===== config.mk =====
export PLATFORM = sky130hd
export DESIGN_NAME = omt_cell
export DESIGN_NICKNAME = d
export VERILOG_FILES = /design/src/hw/rtl/omt_pkg.sv /design/src/hw/rtl/omt_cell.sv
export SDC_FILE = /design/constraint.sdc
export NUM_CORES = 1
export LEC_CHECK = 0
export CAP_MARGIN = 20
export CORE_MARGIN = 2
export CORE_UTILIZATION = 33
export CTS_CLUSTER_DIAMETER = 30
export DETAILED_ROUTE_END_ITERATION = 10
export DONT_BUFFER_PORTS = 1
export PLACE_DENSITY_LB_ADDON = 0.3
export SETUP_SLACK_MARGIN = 0.02
export SYNTH_ARGS = -nofsm -noshare
export SYNTH_HDL_FRONTEND = slang
export SYNTH_SLANG_ARGS = --single-unit
export TNS_END_PERCENT = 20

===== constraint.sdc =====
create_clock -name clk -period 4.44 [get_ports clk]
set_clock_uncertainty 0.1 [all_clocks]
set_input_delay 0.888 -clock clk [delete_from_list [all_inputs] [get_ports clk]]
set_output_delay 0.888 -clock clk [all_outputs]
set_load 0.05 [all_outputs]

===== src/hw/rtl/omt_pkg.sv =====
// ----------------------------------------------------------------------------
// omt_pkg: shared types and codes for the ordered multiset table
// Operation codes, key and count widths, sequencer phases and the cell
// broadcast struct.
// ----------------------------------------------------------------------------
package omt_pkg;

    localparam logic [1:0] OP_INSERT = 2'd0;
    localparam logic [1:0] OP_DELETE = 2'd1;
    localparam logic [1:0] OP_QUERY  = 2'd2;
    localparam logic [1:0] OP_SPARE  = 2'd3;   // unused code, acts as a query

    localparam int KEY_BITS   = 32;
    localparam int COUNT_BITS = 16;
    localparam logic [COUNT_BITS-1:0] COUNT_MAX = '1;

    // sequencer phases of one item
    typedef enum logic [1:0] {
        PH_IDLE,
        PH_UPDATE,
        PH_MERGE,
        PH_LOAD
    } omt_phase_t;

    // what each cell does this cycle
    typedef struct packed {
        logic do_ins;   // insert a new key: cells at/above rank shift up
        logic do_bump;  // matched cell increments its count
        logic do_dec;   // matched cell decrements its count
        logic do_del;   // matched cell removed: cells above shift down
    } cell_cmd_t;

endpackage


===== src/hw/rtl/omt_cell.sv =====
// ----------------------------------------------------------------------------
// omt_cell: one slot of the sorted chain
// Holds a key and a count; compares against the broadcast key and shifts.
// ----------------------------------------------------------------------------
module omt_cell
    import omt_pkg::*;
(
    input  logic                       clk,
    input  logic                       rst_n,
    input  logic signed [KEY_BITS-1:0] key,
    input  cell_cmd_t                  cmd,
    input  logic                       lower_valid,
    input  logic signed [KEY_BITS-1:0] lower_key,
    input  logic [COUNT_BITS-1:0]      lower_count,
    input  logic                       lower_below,
    input  logic                       upper_valid,
    input  logic signed [KEY_BITS-1:0] upper_key,
    input  logic [COUNT_BITS-1:0]      upper_count,
    input  logic                       upper_match,
    input  logic                       upper_below,
    output logic                       valid,
    output logic signed [KEY_BITS-1:0] cell_key,
    output logic [COUNT_BITS-1:0]      cell_count,
    output logic                       below,
    output logic                       match
);

    logic                       valid_reg, valid_next;
    logic signed [KEY_BITS-1:0] key_reg, key_next;
    logic [COUNT_BITS-1:0]      count_reg, count_next;

    assign below = valid_reg && (key_reg < key);
    assign match = valid_reg && (key_reg == key);

    always_comb
    begin
        valid_next = valid_reg;
        key_next   = key_reg;
        count_next = count_reg;
        if (cmd.do_ins && !below)
        begin
            if (lower_below)
            begin
                // insertion point (first slot at or above rank)
                valid_next = 1'b1;
                key_next   = key;
                count_next = COUNT_BITS'(1);
            end
            else
            begin
                valid_next = lower_valid;
                key_next   = lower_key;
                count_next = lower_count;
            end
        end
        else if (cmd.do_bump && match && count_reg != COUNT_MAX)
            count_next = count_reg + COUNT_BITS'(1);
        else if (cmd.do_dec && match)
            count_next = count_reg - COUNT_BITS'(1);
        else if (cmd.do_del && (match || !below) && !upper_below && valid_reg)
        begin
            if (match || !upper_match)
            begin
                valid_next = upper_valid;
                key_next   = upper_key;
                count_next = upper_count;
            end
        end
    end

    always_ff @(posedge clk or negedge rst_n)
    begin
        if (!rst_n)
            valid_reg <= 1'b0;
        else
            valid_reg <= valid_next;
    end

    always_ff @(posedge clk)
    begin
        key_reg   <= key_next;
        count_reg <= count_next;
    end

    assign valid      = valid_reg;
    assign cell_key   = key_reg;
    assign cell_count = count_reg;

endmodule


-- Word-level counts from Yosys, hierarchy flattened
Index checks and enable logic that the tools add are counted.
- bits in registers: 49
- output and inout bits: 51
- logic and storage cells: 48
- add/subtract/negate cells: 2
- magnitude comparators: 1
- eq/ne operators: 4
- mux-type cells: 18
- reduce and logical (&&, ||, !) cells: 20
- operator list (kind ; count):
    $mux W32 ; 6
    $mux W16 ; 6
    $eq A32 B32 Y1 ; 1
    $lt A32 B32 Y1 ; 1
    $add A16 B1 Y16 const B ; 1
    $ne A16 B16 Y1 const B ; 1
    $sub A16 B1 Y16 const B ; 1
    $logic_and A1 B1 Y1 ; 9
    $reduce_bool A4 Y1 ; 2
    $mux W1 ; 6
    $ne A2 B2 Y1 const B ; 2
    $reduce_and A4 Y1 ; 1
    $reduce_bool A2 Y1 ; 2
    $logic_not A1 Y1 ; 3
    $logic_or A1 B1 Y1 ; 2
    $reduce_and A2 Y1 ; 1

-- Logic depth before layout (Yosys ltp)
- depth after elaboration: 11
- gate-level depth with buffers: 13
- gate-level depth less buffers: 10

-- Worst setup path before layout
No wires, ideal clock.
- path type: input port to flip-flop
- start point: in key[31]
- end point: reg key_reg[0], in the netlist cell_key[0] (enable)
- data arrival time: 4.104 ns
- setup slack: -0.192 ns
- stages: 10
- buffers on the path: 2
- cell sequence: inv_1 > ha_1 > buf_4 > nand4_4 > nor4_4 > and3_1 > buf_2 > nand3b_1 > nand4b_1 > o21bai_1
- elaborated cells on any way between the ends: 19
- those cells by class: order compare: 1; eq/ne: 3; reduce/logical: 15
- RTL lines (what ; RTL line ; source):
    start: declaration ; omt_cell.sv:10 ; input logic signed [KEY_BITS-1:0] key,
    $eq A32 B32 Y1 * ; omt_cell.sv:33 ; assign match = valid_reg && (key_reg == key);
    $logic_and A1 B1 Y1 * ; omt_cell.sv:33 ;
    named net match ; omt_cell.sv:25 ; output logic match
    $logic_or A1 B1 Y1 ; omt_cell.sv:60 ; else if (cmd.do_del && (match || !below) && !upper_below && valid_reg)
    $logic_and A1 B1 Y1 (3 in a row) ; omt_cell.sv:60 ;
    $reduce_bool A2 Y1 (no line) ; -- ;
    $reduce_and A4 Y1 (no line) * ; -- ;
    end signal: assignment ; omt_cell.sv:81 ; key_reg <= key_next;
    end: declaration ; omt_cell.sv:29 ; logic signed [KEY_BITS-1:0] key_reg, key_next;
Mark *: on every way through the listed nets, which the timed path passes. The rest lies on a longest branch.
A chain may end at the register's enable or synchronous reset.

-- Final worst setup path
- start point: reg key_reg[31], in the netlist cell_key[31]
- end point: out below
- cells in the longest elaborated chain, start to end: 2
- ends and longest elaborated chain (what ; RTL line ; source):
    $lt A32 B32 Y1 ; omt_cell.sv:32 ; assign below = valid_reg && (key_reg < key);
    $logic_and A1 B1 Y1 ; omt_cell.sv:32 ;
    end: declaration ; omt_cell.sv:24 ; output logic below,
No other way between the ends.

==> flow_summary.json <==
{
  "status": "finished, final reports clean",
  "firstDrtPassIters": 4,
  "timing.final.crit_share_pct": 89.50,
  "synth_edf_count": 48,
  "cp-start-kind": "flip-flop",
  "r2r-end": "cell_key[11]$_DFFE_PP_",
  "rsz0062_at_grt": "no",
  "drive_above_1_share_pct": 7.982,
  "drc": 0,
  "ir_drop_uv": 254.2,
  "hold_path_class": "primary input to async pin",
  "crit_path_end": "below",
  "yosysTopAreaCell": "edfxtp_1",
  "cts.sinks": 49,
  "p_per_area_nw_per_um2": 570.2,
  "clk_pin_slew_ps": 70,
  "rrSetupSlack_ps": 710,
  "internal_power_mw": 1.335,
  "required_ps": 3450,
  "syn_nets": 632,
  "avgSynthCellArea_sq_um": 9.110,
  "max_slew_margin_pct": 46.19,
  "yosysSeqAreaShare_pct": 35.07,
  "synth_area_sq_um": 4182,
  "fin_area_sq_um": 4548,
  "yosys_warnings": 0,
  "cp-startpoint": "cell_key[31]$_DFFE_PP_",
  "p_seq_share_pct": 51.4,
  "ctsRootBufferMaster": "clkbuf_16",
  "r2r-start": "cell_key[31]$_DFFE_PP_",
  "start_util_pct": 33.41,
  "ys_seq_elements": 49,
  "synth-main-ff-cell": "edfxtp_1",
  "swShare_pct": 48.52,
  "multi_input_area_sq_um": 2474,
  "fp.dieArea_sq_um": 13590,
  "numCtsBuffers": 5,
  "fin_setup_tns_ps": 0,
  "syn-instance-count": 459,
  "reg2reg_depth": 9,
  "netlist.area_leader.share_pct": 34.47,
  "async_reset_ff_share_pct": 2.041,
  "overflow": 0,
  "place_hpwl_mm": 8.967,
  "cp.arrival_ps": 2990,
  "critical_path.endpoint_type": "output port",
  "die_h_um": 116.6,
  "hold_viol_final": 0,
  "placed_area_sq_um": 4358,
  "clock_latency_ps": 300,
  "fmax_ghz": 0.2516,
  "setup_viol": 0,
  "worst-path-max-fanout": 7,
  "drt_iter0_markers": 235,
  "cts_tree": "built",
  "drt-total-wl_mm": 11.61,
  "detail-route-antenna-nets": 0,
  "largest_register_ffs": 32,
  "cts_resized": 0,
  "rows": 41,
  "num_io_pins": 190,
  "grt_usage_pct": 16.76,
  "synth.area.top_cells": "edfxtp_1 34%, ha_1 10%, mux2i_1 8.4%",
  "antenna_cells": 0,
  "fp.coreArea_sq_um": 12520,
  "die_w_um": 116.6,
  "portBuffers": 0,
  "vias": 3462,
  "setup_slack_ps": 466.1,
  "path_class": "flip-flop to output port",
  "areaGrowthSynthToFinish_pct": 8.767,
  "cts_setup_buffers": 0,
  "htreeDepth": 2,
  "layout.nets": 623,
  "slew_viol_final": 0,
  "antenna_found_initial": 0,
  "pre_cts_slack_ps": 531.0,
  "switching_power_mw": 1.258,
  "seqCellArea_sq_um": 1466,
  "grt_pass1_wl_mm": 17.62,
  "leakage_nw": 1.821,
  "maxCapViolCount": 0,
  "clockBufferDepth": 2,
  "grt_pass1_vias": 3407,
  "synth.distinct_cells": 60,
  "worst_slew_pin_slew_ps": 807.2,
  "gp_congestion": 0.8313,
  "min_period_ps": 3974,
  "vias_per_cell": 5.557,
  "avgRoutedWirePerCell_um": 18.64,
  "pwr-share-clk_pct": 19.5,
  "grt_max_degree": 59,
  "p_comb_share_pct": 29.0,
  "cts_hold_buf": 0,
  "n_fill_cell": 1325
}
## Yosys cell counts, drive strengths merged (3+ instances only)
| master | n |
|---|---|
| o21ai | 24 |
| a221o | 6 |
| clkbuf | 8 |
| ha | 34 |
| and3 | 4 |
| nand4 | 10 |
| nand3 | 12 |
| inv | 36 |
| xor2 | 5 |
| nand3b | 9 |
| buf | 17 |
| o221ai | 6 |
| a21oi | 59 |
| edfxtp | 48 |
| xnor2 | 3 |
| a221oi | 7 |
| nand2 | 24 |
| nor2 | 53 |
| nand2b | 13 |
| nor4 | 5 |
| nor3 | 3 |
| mux2i | 35 |
| o211ai | 3 |
| and2 | 3 |
| a22oi | 4 |
## power groups by stage
stage | clock [mW] | sequential [mW] | combinational [mW]
after floorplan | 0 | 1.29 | 0.599
after global placement | 0 | 1.34 | 0.736
after detailed placement | 0 | 1.35 | 0.758
after CTS | 0.517 | 1.34 | 0.764
after global routing | 0.539 | 1.36 | 0.857
final | 0.507 | 1.33 | 0.753
## routing by layer
metal / vias to the layer above / global-route usage (%) / part of all wire (%)
li1: 1681 / - / -
met2: 163 / 29.84 / 49
met5: - / 0 / 0
met3: 12 / 5.812 / 10
met4: 0 / 4.941 / 1.5
met1: 1606 / 18.97 / 39
## how the worst min path moves through the flow
| stage | from | end | slack (ps) |
|---|---|---|---|
| finish | rst_n | valid$_DFFE_PN0P_ | 180 |
| global route | rst_n | valid$_DFFE_PN0P_ | 160 |
| CTS | rst_n | valid$_DFFE_PN0P_ | 170 |
| detailed placement | rst_n | valid$_DFFE_PN0P_ | 490 |
| global placement | rst_n | valid$_DFFE_PN0P_ | 490 |
| floorplan | rst_n | valid$_DFFE_PN0P_ | 490 |
## cells in the final DEF, fill, tap and decap left out, drive strengths merged, types with 10 or more instances in the layout
cell type  count
a21oi         59
nor2          53
edfxtp        48
inv           36
mux2i         35
ha            34
nand2         24
o21ai         24
nand2b        13
nand3         12
nand4         10
## critical path, stage by stage (launching register included)
cell and delay [ps]:
edfxtp_1 630, ha_1 510, nand4_4 180, nor2_1 60, a221o_1 310, a211oi_2 360, nand2_1 120, xor2_1 160
and2_1 170, buf_4 190
## metrics by stage
stage          utilization [%]  hold slack, ps  total power [mW]  std cells
3_3_place_gp             34.82           492.4             2.081        615
3_5_place_dp             34.82           492.4             2.105        615
5_1_grt                  36.34           165.0             2.758        623
6_report                 36.34           177.1             2.593        623
4_1_cts                  36.34           169.4             2.619        623
2_1_floorplan                -           492.4             1.894        459
## cell families after synthesis
logic type                 synth area share (%)
AOI/OAI and AO/OA                         18.79
xor gates and xnor gates                  1.676
adders and majority gates                 10.17
buffers and inverters                     6.314
DFF                                       35.07
muxes                                     8.648
and+or+nand+nor                           19.33
## final cells by class
class | instances | share of cell area, %
inverters | 36 | 2.971
multi-input cells | 349 | 54.39
repair buffers | 9 | 1.486
flip-flops and latches | 49 | 32.24
clock buffers | 5 | 2.751
clock inverters | 3 | 1.431
well taps | 172 | 4.732
(Power assumes the default switching activity.)
